$ cat config.mk
export PLATFORM = sky130hd
export DESIGN_NAME = ascii_frame_deframer_with_ack
export DESIGN_NICKNAME = d
export VERILOG_FILES = /design/src/hdl/afd_pkg.sv /design/src/hdl/afd_ram.sv /design/src/hdl/ascii_frame_deframer_with_ack.sv
export SDC_FILE = /design/constraint.sdc
export NUM_CORES = 1
export LEC_CHECK = 0
export BUFFER_PORTS_ARGS = -buffer_cell sky130_fd_sc_hd__buf_2
export CAP_MARGIN = 20
export CORE_MARGIN = 5
export CORE_UTILIZATION = 56
export DETAILED_ROUTE_END_ITERATION = 6
export GPL_ROUTABILITY_DRIVEN = 1
export GPL_TIMING_DRIVEN = 1
export PLACE_DENSITY = 0.79
export SYNTH_ARGS = -nofsm -noshare
export SYNTH_HDL_FRONTEND = slang
export SYNTH_SLANG_ARGS = --single-unit
$ cat constraint.sdc
create_clock -name i_clk -period 16.95 [get_ports i_clk]
set_input_delay 0.8475 -clock i_clk [delete_from_list [all_inputs] [get_ports i_clk]]
set_output_delay 0.8475 -clock i_clk [all_outputs]
set_load 0.05 [all_outputs]
$ cat src/hdl/afd_pkg.sv
// Package for the ASCII frame deframer: sizes, codes and shared types.
package afd_pkg;

    localparam int MAX_BLOCKS = 3;
    localparam int CMD_CHARS  = 4;
    localparam int MSG_CHARS  = 10;

    localparam int CMD_DEPTH = MAX_BLOCKS * CMD_CHARS;
    localparam int MSG_DEPTH = MAX_BLOCKS * MSG_CHARS;
    localparam int CMD_AW    = (CMD_DEPTH > 1) ? $clog2(CMD_DEPTH) : 1;
    localparam int MSG_AW    = (MSG_DEPTH > 1) ? $clog2(MSG_DEPTH) : 1;
    localparam int BLK_W     = $clog2(MAX_BLOCKS + 1);
    localparam int CMD_CW    = $clog2(CMD_CHARS + 1);
    localparam int MSG_CW    = $clog2(MSG_CHARS + 1);
    localparam int IDX_W     = (MSG_CW > CMD_CW) ? MSG_CW : CMD_CW;

    localparam int PADDR_W   = 4;

    localparam logic [7:0] DIGIT_ZERO = 8'h30;
    localparam logic [7:0] RST_START  = 8'h26;
    localparam logic [7:0] RST_STOP   = 8'h24;
    localparam logic [7:0] RST_SEP    = 8'h3A;
    localparam logic [7:0] RST_ACK    = 8'h41;

    typedef enum logic [1:0] {
        REG_START = 2'd0,
        REG_STOP  = 2'd1,
        REG_SEP   = 2'd2,
        REG_ACK   = 2'd3
    } t_reg;

    typedef enum logic [2:0] {
        P_IDLE,
        P_ID,
        P_COUNT,
        P_CMD,
        P_MSG,
        P_ACKID,
        P_CHECK
    } t_parse;

    typedef enum logic [1:0] {
        S_PARSE,
        S_ACK,
        S_CHR,
        S_DONE
    } t_seq;

    typedef enum logic [1:0] {
        K_ACK  = 2'd0,
        K_CMD  = 2'd1,
        K_MSG  = 2'd2,
        K_DONE = 2'd3
    } t_kind;

    typedef struct packed {
        logic              done;
        logic              is_msg;
        logic [BLK_W-1:0]  blk;
        logic [IDX_W-1:0]  idx;
    } t_cur;

endpackage

$ cat src/hdl/afd_ram.sv
// Generic single-write, single-read RAM with registered read data.
module afd_ram #(
    parameter int WIDTH = 8,
    parameter int DEPTH = 16
) (
    input  logic                                       i_clk,
    input  logic                                       i_we,
    input  logic [((DEPTH > 1) ? $clog2(DEPTH) : 1)-1:0] i_waddr,
    input  logic [WIDTH-1:0]                           i_wdata,
    input  logic                                       i_re,
    input  logic [((DEPTH > 1) ? $clog2(DEPTH) : 1)-1:0] i_raddr,
    output logic [WIDTH-1:0]                           o_rdata
);

    logic [WIDTH-1:0] r_mem [DEPTH];
    logic [WIDTH-1:0] r_rdata;

    always_ff @(posedge i_clk) begin
        if (i_we) begin
            r_mem[i_waddr] <= i_wdata;
        end
        if (i_re) begin
            r_rdata <= r_mem[i_raddr];
        end
    end

    assign o_rdata = r_rdata;

endmodule

$ cat src/hdl/ascii_frame_deframer_with_ack.sv
// Top level of the ASCII frame deframer with acknowledge output.
//
// Input channel: one received byte per beat (i_valid / o_stall) with its
// framing and overrun flags; a flagged byte is taken and dropped.
// Output channel: result beats (o_valid / i_stall). A frame closed by the
// stop byte yields four ack bytes, the stored command and message
// characters of each block, then a done record with o_last high.
// Config: APB-style, four 8-bit registers at 0x0, 0x4, 0x8, 0xC (start,
// stop, separator, ack type); write only while the block is idle.
// Timing: a byte that does not close a frame is absorbed without a stall.
// After the stop byte, o_stall stays high while the run is produced from
// the command and message RAMs, one result per cycle when the receiver
// does not stall. o_valid rises once the sequencer has entered the ack
// state and loaded the first ack byte into the output register. A stall
// on the output freezes the sequencer and the held result; input stays
// stalled until the done beat has been loaded into the output register,
// which keeps its own copy of the frame fields.
// Reset: parser idle, counts and lengths zero, registers to their defaults;
// RAM contents are left as they are and only written entries are read.
module ascii_frame_deframer_with_ack (
    input  logic                         i_clk,
    input  logic                         i_rst_n,
    input  logic                         i_valid,
    output logic                         o_stall,
    input  logic [7:0]                   i_rx_byte,
    input  logic                         i_framing_error,
    input  logic                         i_overrun_error,
    output logic                         o_valid,
    input  logic                         i_stall,
    output logic [1:0]                   o_out_kind,
    output logic [7:0]                   o_out_byte,
    output logic [1:0]                   o_block_index,
    output logic [7:0]                   o_frame_id,
    output logic [1:0]                   o_block_count,
    output logic [7:0]                   o_ack_id,
    output logic [7:0]                   o_check_value,
    output logic                         o_last,
    input  logic                         psel,
    input  logic                         penable,
    input  logic                         pwrite,
    input  logic [afd_pkg::PADDR_W-1:0]  paddr,
    input  logic [31:0]                  pwdata,
    output logic [31:0]                  prdata,
    output logic                         pready
);

    localparam int BW = afd_pkg::BLK_W;
    localparam int IW = afd_pkg::IDX_W;
    localparam int CW = afd_pkg::CMD_CW;
    localparam int MW = afd_pkg::MSG_CW;
    localparam int NB = afd_pkg::MAX_BLOCKS;

    // config registers
    logic [7:0] r_start_char, r_stop_char, r_sep_char, r_ack_char;

    // parser state
    afd_pkg::t_parse        r_parse, n_parse;
    afd_pkg::t_seq          r_seq, n_seq;
    logic [7:0]             r_id, n_id;
    logic [BW-1:0]          r_bexp, n_bexp;
    logic [BW-1:0]          r_bleft, n_bleft;
    logic [BW-1:0]          r_bfill, n_bfill;
    logic [NB-1:0][CW-1:0]  r_cmd_len, n_cmd_len;
    logic [NB-1:0][MW-1:0]  r_msg_len, n_msg_len;
    logic [CW-1:0]          r_cmd_cnt, n_cmd_cnt;
    logic [MW-1:0]          r_msg_cnt, n_msg_cnt;
    logic [7:0]             r_ackid, n_ackid;
    logic [7:0]             r_check, n_check;

    // emit sequencer
    logic [1:0]             r_ack_idx, n_ack_idx;
    afd_pkg::t_cur          r_cur, n_cur;
    afd_pkg::t_cur          seed, norm;

    // output register
    logic                   r_ov, n_ov;
    logic [1:0]             r_kind, n_kind;
    logic [7:0]             r_byte, n_byte;
    logic [BW-1:0]          r_bidx, n_bidx;
    logic                   r_done, n_done;
    logic [7:0]             r_fid, n_fid;
    logic [BW-1:0]          r_bcnt, n_bcnt;
    logic [7:0]             r_aid, n_aid;
    logic [7:0]             r_chk, n_chk;

    // RAM ports
    logic                        cmd_we, msg_we, rd_en;
    logic [afd_pkg::CMD_AW-1:0]  cmd_waddr, cmd_raddr;
    logic [afd_pkg::MSG_AW-1:0]  msg_waddr, msg_raddr;
    logic [7:0]                  cmd_rdata, msg_rdata;
    logic [CW-1:0]               cmd_widx;
    logic [MW-1:0]               msg_widx;

    logic in_acc, good, is_stop, is_sep, out_free, cfg_wr, fill_ok;

    function automatic afd_pkg::t_cur f_norm(
        afd_pkg::t_cur         s,
        logic [BW-1:0]         bexp,
        logic [NB-1:0][CW-1:0] cl,
        logic [NB-1:0][MW-1:0] ml
    );
        afd_pkg::t_cur c;
        logic          fin;
        c   = s;
        fin = 1'b0;
        for (int k = 0; k < 2 * NB + 1; k++) begin
            if (!fin) begin
                if (c.blk >= bexp || c.blk >= BW'(NB)) begin
                    c.done = 1'b1;
                    fin    = 1'b1;
                end else if (!c.is_msg) begin
                    if (c.idx < IW'(cl[c.blk])) begin
                        fin = 1'b1;
                    end else begin
                        c.is_msg = 1'b1;
                        c.idx    = '0;
                    end
                end else begin
                    if (c.idx < IW'(ml[c.blk])) begin
                        fin = 1'b1;
                    end else begin
                        c.is_msg = 1'b0;
                        c.idx    = '0;
                        c.blk    = c.blk + BW'(1);
                    end
                end
            end
        end
        return c;
    endfunction

    assign pready   = 1'b1;
    assign cfg_wr   = psel && penable && pwrite && pready;
    assign o_stall  = (r_seq != afd_pkg::S_PARSE);
    assign in_acc   = i_valid && !o_stall;
    assign good     = in_acc && !i_framing_error && !i_overrun_error;
    assign is_stop  = (i_rx_byte == r_stop_char);
    assign is_sep   = (i_rx_byte == r_sep_char);
    assign out_free = !r_ov || !i_stall;
    assign fill_ok  = (r_bfill < BW'(NB));

    always_comb begin
        case (afd_pkg::t_reg'(paddr[3:2]))
            afd_pkg::REG_START: prdata = {24'd0, r_start_char};
            afd_pkg::REG_STOP:  prdata = {24'd0, r_stop_char};
            afd_pkg::REG_SEP:   prdata = {24'd0, r_sep_char};
            afd_pkg::REG_ACK:   prdata = {24'd0, r_ack_char};
            default:            prdata = 32'd0;
        endcase
    end

    always_ff @(posedge i_clk) begin
        if (!i_rst_n) begin
            r_start_char <= afd_pkg::RST_START;
            r_stop_char  <= afd_pkg::RST_STOP;
            r_sep_char   <= afd_pkg::RST_SEP;
            r_ack_char   <= afd_pkg::RST_ACK;
        end else if (cfg_wr) begin
            case (afd_pkg::t_reg'(paddr[3:2]))
                afd_pkg::REG_START: r_start_char <= pwdata[7:0];
                afd_pkg::REG_STOP:  r_stop_char  <= pwdata[7:0];
                afd_pkg::REG_SEP:   r_sep_char   <= pwdata[7:0];
                afd_pkg::REG_ACK:   r_ack_char   <= pwdata[7:0];
                default: ;
            endcase
        end
    end

    // cursor seed: first element after the ack bytes, or the one after r_cur
    always_comb begin
        seed = r_cur;
        seed.done = 1'b0;
        if (r_seq == afd_pkg::S_ACK) begin
            seed = '0;
        end else begin
            seed.idx = r_cur.idx + IW'(1);
        end
        norm = f_norm(seed, r_bexp, r_cmd_len, r_msg_len);
    end

    // next state
    always_comb begin
        n_seq   = r_seq;
        n_parse = r_parse;
        case (r_seq)
            afd_pkg::S_PARSE: begin
                if (good) begin
                    case (r_parse)
                        afd_pkg::P_IDLE: begin
                            if (i_rx_byte == r_start_char) n_parse = afd_pkg::P_ID;
                        end
                        afd_pkg::P_ID: begin
                            if (is_sep) n_parse = afd_pkg::P_COUNT;
                        end
                        afd_pkg::P_COUNT: begin
                            if (is_sep) n_parse = afd_pkg::P_CMD;
                        end
                        afd_pkg::P_CMD: begin
                            if (is_sep) n_parse = afd_pkg::P_MSG;
                        end
                        afd_pkg::P_MSG: begin
                            if (is_sep) begin
                                n_parse = (r_bleft <= BW'(1)) ? afd_pkg::P_ACKID
                                                              : afd_pkg::P_CMD;
                            end
                        end
                        afd_pkg::P_ACKID: begin
                            if (is_sep) n_parse = afd_pkg::P_CHECK;
                        end
                        afd_pkg::P_CHECK: begin
                            if (is_stop) begin
                                n_parse = afd_pkg::P_IDLE;
                                n_seq   = afd_pkg::S_ACK;
                            end
                        end
                        default: n_parse = afd_pkg::P_IDLE;
                    endcase
                end
            end
            afd_pkg::S_ACK: begin
                if (out_free && r_ack_idx == 2'd3) begin
                    n_seq = norm.done ? afd_pkg::S_DONE : afd_pkg::S_CHR;
                end
            end
            afd_pkg::S_CHR: begin
                if (out_free) begin
                    n_seq = norm.done ? afd_pkg::S_DONE : afd_pkg::S_CHR;
                end
            end
            afd_pkg::S_DONE: begin
                if (out_free) n_seq = afd_pkg::S_PARSE;
            end
            default: n_seq = afd_pkg::S_PARSE;
        endcase
    end

    assign cmd_widx  = (r_cmd_cnt >= CW'(afd_pkg::CMD_CHARS)) ? '0 : r_cmd_cnt;
    assign msg_widx  = (r_msg_cnt >= MW'(afd_pkg::MSG_CHARS)) ? '0 : r_msg_cnt;
    assign cmd_waddr = afd_pkg::CMD_AW'(r_bfill) * afd_pkg::CMD_AW'(afd_pkg::CMD_CHARS)
                     + afd_pkg::CMD_AW'(cmd_widx);
    assign msg_waddr = afd_pkg::MSG_AW'(r_bfill) * afd_pkg::MSG_AW'(afd_pkg::MSG_CHARS)
                     + afd_pkg::MSG_AW'(msg_widx);
    assign cmd_raddr = afd_pkg::CMD_AW'(norm.blk) * afd_pkg::CMD_AW'(afd_pkg::CMD_CHARS)
                     + afd_pkg::CMD_AW'(norm.idx);
    assign msg_raddr = afd_pkg::MSG_AW'(norm.blk) * afd_pkg::MSG_AW'(afd_pkg::MSG_CHARS)
                     + afd_pkg::MSG_AW'(norm.idx);

    assign cmd_we = (r_seq == afd_pkg::S_PARSE) && good && (r_parse == afd_pkg::P_CMD)
                    && !is_sep && fill_ok;
    assign msg_we = (r_seq == afd_pkg::S_PARSE) && good && (r_parse == afd_pkg::P_MSG)
                    && !is_sep && fill_ok;
    assign rd_en  = out_free && !norm.done
                    && ((r_seq == afd_pkg::S_ACK && r_ack_idx == 2'd3)
                        || r_seq == afd_pkg::S_CHR);

    // datapath and outputs
    always_comb begin
        n_id      = r_id;
        n_bexp    = r_bexp;
        n_bleft   = r_bleft;
        n_bfill   = r_bfill;
        n_cmd_len = r_cmd_len;
        n_msg_len = r_msg_len;
        n_cmd_cnt = r_cmd_cnt;
        n_msg_cnt = r_msg_cnt;
        n_ackid   = r_ackid;
        n_check   = r_check;
        n_ack_idx = r_ack_idx;
        n_cur     = r_cur;
        n_ov      = r_ov && i_stall;
        n_kind    = r_kind;
        n_byte    = r_byte;
        n_bidx    = r_bidx;
        n_done    = r_done;
        n_fid     = r_fid;
        n_bcnt    = r_bcnt;
        n_aid     = r_aid;
        n_chk     = r_chk;
        case (r_seq)
            afd_pkg::S_PARSE: begin
                if (good) begin
                    case (r_parse)
                        afd_pkg::P_IDLE: begin
                            if (i_rx_byte == r_start_char) begin
                                n_id      = '0;
                                n_bexp    = '0;
                                n_bleft   = '0;
                                n_bfill   = '0;
                                n_cmd_cnt = '0;
                                n_msg_cnt = '0;
                            end
                        end
                        afd_pkg::P_ID: begin
                            if (!is_sep) n_id = i_rx_byte;
                        end
                        afd_pkg::P_COUNT: begin
                            if (is_sep) begin
                                if (r_bexp == '0) begin
                                    n_bexp  = BW'(1);
                                    n_bleft = BW'(1);
                                end
                            end else if (i_rx_byte <= afd_pkg::DIGIT_ZERO) begin
                                n_bexp  = BW'(1);
                                n_bleft = BW'(1);
                            end else if (i_rx_byte >= afd_pkg::DIGIT_ZERO + 8'(NB)) begin
                                n_bexp  = BW'(NB);
                                n_bleft = BW'(NB);
                            end else begin
                                n_bexp  = BW'(i_rx_byte - afd_pkg::DIGIT_ZERO);
                                n_bleft = BW'(i_rx_byte - afd_pkg::DIGIT_ZERO);
                            end
                        end
                        afd_pkg::P_CMD: begin
                            if (!is_sep && fill_ok) n_cmd_cnt = cmd_widx + CW'(1);
                        end
                        afd_pkg::P_MSG: begin
                            if (is_sep) begin
                                if (fill_ok) begin
                                    n_cmd_len[r_bfill[BW-1:0]] = r_cmd_cnt;
                                    n_msg_len[r_bfill[BW-1:0]] = r_msg_cnt;
                                end
                                n_cmd_cnt = '0;
                                n_msg_cnt = '0;
                                n_bfill   = r_bfill + BW'(1);
                                if (r_bleft != '0) n_bleft = r_bleft - BW'(1);
                            end else if (fill_ok) begin
                                n_msg_cnt = msg_widx + MW'(1);
                            end
                        end
                        afd_pkg::P_ACKID: begin
                            if (!is_sep) n_ackid = i_rx_byte;
                        end
                        afd_pkg::P_CHECK: begin
                            if (!is_stop) n_check = i_rx_byte;
                            else          n_ack_idx = '0;
                        end
                        default: ;
                    endcase
                end
            end
            afd_pkg::S_ACK: begin
                if (out_free) begin
                    n_ov   = 1'b1;
                    n_kind = afd_pkg::K_ACK;
                    n_bidx = '0;
                    n_done = 1'b0;
                    n_fid  = '0;
                    n_bcnt = '0;
                    n_aid  = '0;
                    n_chk  = '0;
                    case (r_ack_idx)
                        2'd0:    n_byte = r_start_char;
                        2'd1:    n_byte = r_ack_char;
                        2'd2:    n_byte = r_ackid;
                        default: n_byte = r_stop_char;
                    endcase
                    n_ack_idx = r_ack_idx + 2'd1;
                    if (r_ack_idx == 2'd3) n_cur = norm;
                end
            end
            afd_pkg::S_CHR: begin
                if (out_free) begin
                    n_ov   = 1'b1;
                    n_kind = r_cur.is_msg ? afd_pkg::K_MSG : afd_pkg::K_CMD;
                    n_byte = r_cur.is_msg ? msg_rdata : cmd_rdata;
                    n_bidx = r_cur.blk;
                    n_done = 1'b0;
                    n_fid  = '0;
                    n_bcnt = '0;
                    n_aid  = '0;
                    n_chk  = '0;
                    n_cur  = norm;
                end
            end
            afd_pkg::S_DONE: begin
                if (out_free) begin
                    n_ov   = 1'b1;
                    n_kind = afd_pkg::K_DONE;
                    n_byte = '0;
                    n_bidx = '0;
                    n_done = 1'b1;
                    n_fid  = r_id;
                    n_bcnt = r_bexp;
                    n_aid  = r_ackid;
                    n_chk  = r_check;
                end
            end
            default: ;
        endcase
    end

    always_ff @(posedge i_clk) begin
        if (!i_rst_n) begin
            r_seq     <= afd_pkg::S_PARSE;
            r_parse   <= afd_pkg::P_IDLE;
            r_id      <= '0;
            r_bexp    <= '0;
            r_bleft   <= '0;
            r_bfill   <= '0;
            r_cmd_len <= '0;
            r_msg_len <= '0;
            r_cmd_cnt <= '0;
            r_msg_cnt <= '0;
            r_ackid   <= '0;
            r_check   <= '0;
            r_ack_idx <= '0;
            r_cur     <= '0;
            r_ov      <= 1'b0;
            r_done    <= 1'b0;
        end else begin
            r_seq     <= n_seq;
            r_parse   <= n_parse;
            r_id      <= n_id;
            r_bexp    <= n_bexp;
            r_bleft   <= n_bleft;
            r_bfill   <= n_bfill;
            r_cmd_len <= n_cmd_len;
            r_msg_len <= n_msg_len;
            r_cmd_cnt <= n_cmd_cnt;
            r_msg_cnt <= n_msg_cnt;
            r_ackid   <= n_ackid;
            r_check   <= n_check;
            r_ack_idx <= n_ack_idx;
            r_cur     <= n_cur;
            r_ov      <= n_ov;
            r_done    <= n_done;
        end
    end

    always_ff @(posedge i_clk) begin
        r_kind <= n_kind;
        r_byte <= n_byte;
        r_bidx <= n_bidx;
        r_fid  <= n_fid;
        r_bcnt <= n_bcnt;
        r_aid  <= n_aid;
        r_chk  <= n_chk;
    end

    // writes happen only while parsing, reads only while emitting
    afd_ram #(
        .WIDTH (8),
        .DEPTH (afd_pkg::CMD_DEPTH)
    ) u_cmd_ram (
        .i_clk   (i_clk),
        .i_we    (cmd_we),
        .i_waddr (cmd_waddr),
        .i_wdata (i_rx_byte),
        .i_re    (rd_en),
        .i_raddr (cmd_raddr),
        .o_rdata (cmd_rdata)
    );

    afd_ram #(
        .WIDTH (8),
        .DEPTH (afd_pkg::MSG_DEPTH)
    ) u_msg_ram (
        .i_clk   (i_clk),
        .i_we    (msg_we),
        .i_waddr (msg_waddr),
        .i_wdata (i_rx_byte),
        .i_re    (rd_en),
        .i_raddr (msg_raddr),
        .o_rdata (msg_rdata)
    );

    assign o_valid       = r_ov;
    assign o_out_kind    = r_kind;
    assign o_out_byte    = r_byte;
    assign o_block_index = r_bidx;
    assign o_frame_id    = r_fid;
    assign o_block_count = r_bcnt;
    assign o_ack_id      = r_aid;
    assign o_check_value = r_chk;
    assign o_last        = r_done;

`ifndef NO_ASSERTIONS
    a_stop_starts_run: assert property (@(posedge i_clk) disable iff (!i_rst_n)
        good && r_parse == afd_pkg::P_CHECK && is_stop |=> r_seq == afd_pkg::S_ACK)
        else $error("stop byte did not start the ack run");

    a_done_loads_last: assert property (@(posedge i_clk) disable iff (!i_rst_n)
        r_seq == afd_pkg::S_DONE && out_free |=> o_valid && o_last)
        else $error("done record not presented");

    a_emit_after_frame: assert property (@(posedge i_clk) disable iff (!i_rst_n)
        r_seq != afd_pkg::S_PARSE |-> r_parse == afd_pkg::P_IDLE)
        else $error("emitting while a frame is open");

    a_last_is_done: assert property (@(posedge i_clk) disable iff (!i_rst_n)
        o_valid && o_last |-> o_out_kind == afd_pkg::K_DONE)
        else $error("last flag on a non-done beat");

    a_left_le_expected: assert property (@(posedge i_clk) disable iff (!i_rst_n)
        r_bleft <= r_bexp)
        else $error("blocks left exceeds blocks expected");
`endif

endmodule
==> metrics.txt <==
status=completed; num rows=77; Yosys top cell area share=a little under half; largest net degree at the start of global routing=between 90 and 100; cells after synthesis=between 2k and 2.5k; Total GRT Usage=a little over a quarter; Layout area overhead=12.5%; Slew @ Worst Pin=0.983 ns; Placer Congestion=between 0.9 and 1; Initial DRT Pass Iterations=7; Worst setup SP type=flip-flop; Clock Power Share=about two fifths; Cell Area, Synth=25300 um2; register area share after synthesis=between 50% and 60%; IO Count=roughly 130; Finished Layout Cells=2776; slew margin rel.=about a third; Post-synth EDFFs=a little under 400; VDD IR-drop max=~0.09 mV; post-layout min period=16.24 ns; Fmax=between 60 and 70 MHz; ys async rst share=0%; synth warn=0; initial antenna violation count=0; hpwl dp=44100 um; vias=17.7k; switch share=a little under a quarter; Die Height=approximately 220 um; core area=between 40000 and 50000 um2; Max stage delay on crit path=between 0.5 and 0.6 ns; crit path kind=flip-flop to flip-flop; biggest fanout along the worst timing path=8; H-tree levels=2; placed insts=between 2k and 3k; Worst-Skew Late Latency=approximately 0.57 ns; worst endpoint required time=17.27 ns; Leak=roughly 10 nW; final setup fails=0; CP Data Arrival Time=16.55 ns; max-cap viol count=0; Die Wd=approximately 220 um; routed len/inst=around 24 um; Internal Power=a little under 0.002 W; Final Cycle Share=between 90% and 100%; die area=between 40000 and 50000 um2; CTS tree=built; fin. max-slew vios=0; Critical Path End Type=flip-flop; layout cell share with drive strength beyond 1=between 20% and 30%; via-per-instance ratio=6.37; first-pass GRT wire length=between 100000 and 150000 um; Reg power frac=roughly 52%; cts bufs inserted=46; Clock Tree Buf Depth=3; vias in the first global route=17.5k; Hold Crit Class=flip-flop to flip-flop; most frequent cells in the layout=edfxtp_1, nand2_1, nor2_1; Mean Syn Cell Area=12.4 um2; Logic pwr share=under 10%; FF+latch count, synth=just under 500; Synth area leaders=edfxtp_1, dfxtp_1, mux4_2, mux2i_1, ha_1; Antenna Cells=0; final antenna-violating net count=0; utilization after layout=64.0%; Worst path slowest cell=mux4_2; DRT Wirelength=around 66000 um; synth unique cells=~110; Synth area leader=edfxtp_1; filler cell count=about 3.2k; DRT iter0 DRCs=~2.1k; initial core utilization=a little under three fifths; clk sink count=about 500; Top FF cell, synth=edfxtp_1; IO buf count=between 70 and 80; Overflow after GRT=0; commonest non-fill, non-tap cell in the layout=edfxtp_1; detailed-route DRC error count=0; pwr dens=around 89 nW/um2; switching power=0.000576 W; Hold Fails Final Rpt=0; Root Buffer=clkbuf_16; Fin Clk Skew=around 0.016 ns; nets@finish=about 2.3k; hold_buf cts=0; Reg clk slew, reported paths=~0.060 ns
==> worst max-delay path, delay by kind of cell, from the launching register on <==
family | cells | cell delay (ns)
compound gates | 26 | 5.24
mux | 5 | 1.63
xor+xnor | 3 | 0.58
flops | 1 | 0.35
simple gates | 24 | 4.78
buf+inv | 6 | 0.65
fa+ha+maj | 10 | 2.78
==> metal layers <==
layer	share of wire (%)	wire length, um	GRT usage, %	vias up
met2	48	31600	42.7	945
met3	8.1	5390	3.72	156
li1	-	-	-	7869
met5	0	0	0	-
met4	3.7	2440	8.52	0
met1	41	26900	36.7	8700
==> cell families after synthesis <==
kind of cell / count (synthesis) / synth area share, %
other: 2 / 0.0297
and+or+nand+nor: 616 / 11.7
adders and majority gates: 84 / 4.22
xor gates and xnor gates: 37 / 1.28
buffers and inverters: 197 / 3.69
AOI/OAI and AO/OA: 359 / 10.2
DFF: 496 / 54.8
muxes: 242 / 14.2
==> registers in the layout (all words and copies together) (netlist names), 9 cells and up <==
| name | flops |
|---|---|
| u_cmd_ram.r_mem | 96 |
| u_msg_ram.r_mem | 240 |
| r_msg_len | 12 |
| r_cmd_len | 9 |
==> final cells by class <==
type | instances | area (um2) | share of cell area [%]
sequential | 496 | 13800 | 48.7
multi-input combinational | 1363 | 10900 | 38.4
timing repair buffer | 188 | 1300 | 4.57
clock buffer | 59 | 1220 | 4.30
tap | 592 | 741 | 2.61
clock inverter | 27 | 216 | 0.762
inverter | 51 | 203 | 0.713
==> cell usage after synthesis (15+ instances only) <==
library cell / n
xnor2_1: 17
mux4_2: 88
and3_1: 20
nand2b_1: 16
a21o_1: 15
and2_1: 43
nand3_1: 52
edfxtp_1: 390
buf_4: 34
nor3_1: 20
ha_1: 82
xor2_1: 20
nand4_1: 19
clkbuf_1: 84
mux2i_1: 135
a211oi_1: 15
nand2_1: 185
nor2_1: 189
dfxtp_1: 106
inv_1: 46
o21ai_0: 52
a21oi_1: 123
==> through the flow <==
stage / setup slack (ns) / area [um2] / power [W] / hold WS (ns) / setup TNS, ns
2_1_floorplan: 0.0448 / 25400 / 0.00149 / 0.427 / 0
3_3_place_gp: -0.0641 / 26600 / 0.00154 / 0.436 / -0.316
3_5_place_dp: -0.348 / 26600 / 0.00154 / 0.443 / -3.83
4_1_cts: 0.0617 / 28000 / 0.00252 / 0.450 / 0
5_1_grt: -0.0672 / 28400 / 0.00260 / 0.475 / -0.470
6_report: 0.713 / 28400 / 0.00252 / 0.449 / 0
==> power groups by stage <==
stage	Clock [W]	Combinational, W	Sequential [W]
after global placement	0	0.000190	0.00135
after CTS	0.00100	0.000198	0.00132
after detailed placement	0	0.000195	0.00135
after floorplan	0	0.000120	0.00137
after global routing	0.00106	0.000215	0.00132
final	0.000995	0.000203	0.00132
==> worst paths after layout <==
kind                                            start                             end  slack, ns  depth (start not counted)
worst max-delay path            r_seq[1]$_SDFFE_PN0P_  u_msg_ram.o_rdata[6]$_DFFE_PP_       0.71                         74
worst min-delay path             r_id[6]$_SDFFE_PN0P_            r_id[6]$_SDFFE_PN0P_       0.45                          2
worst max register to register  r_seq[1]$_SDFFE_PN0P_  u_msg_ram.o_rdata[6]$_DFFE_PP_       0.71                         74
worst min register to register   r_id[6]$_SDFFE_PN0P_            r_id[6]$_SDFFE_PN0P_       0.45                          2
==> what timing repair did <==
action                     4_1_cts  5_1_grt
setup endpoints to repair       16       16
buffers inserted                 0       16
pin swaps                        1       16
resized for setup                8       50
cloned                           0        0
Power figures use the tool's default switching activity.
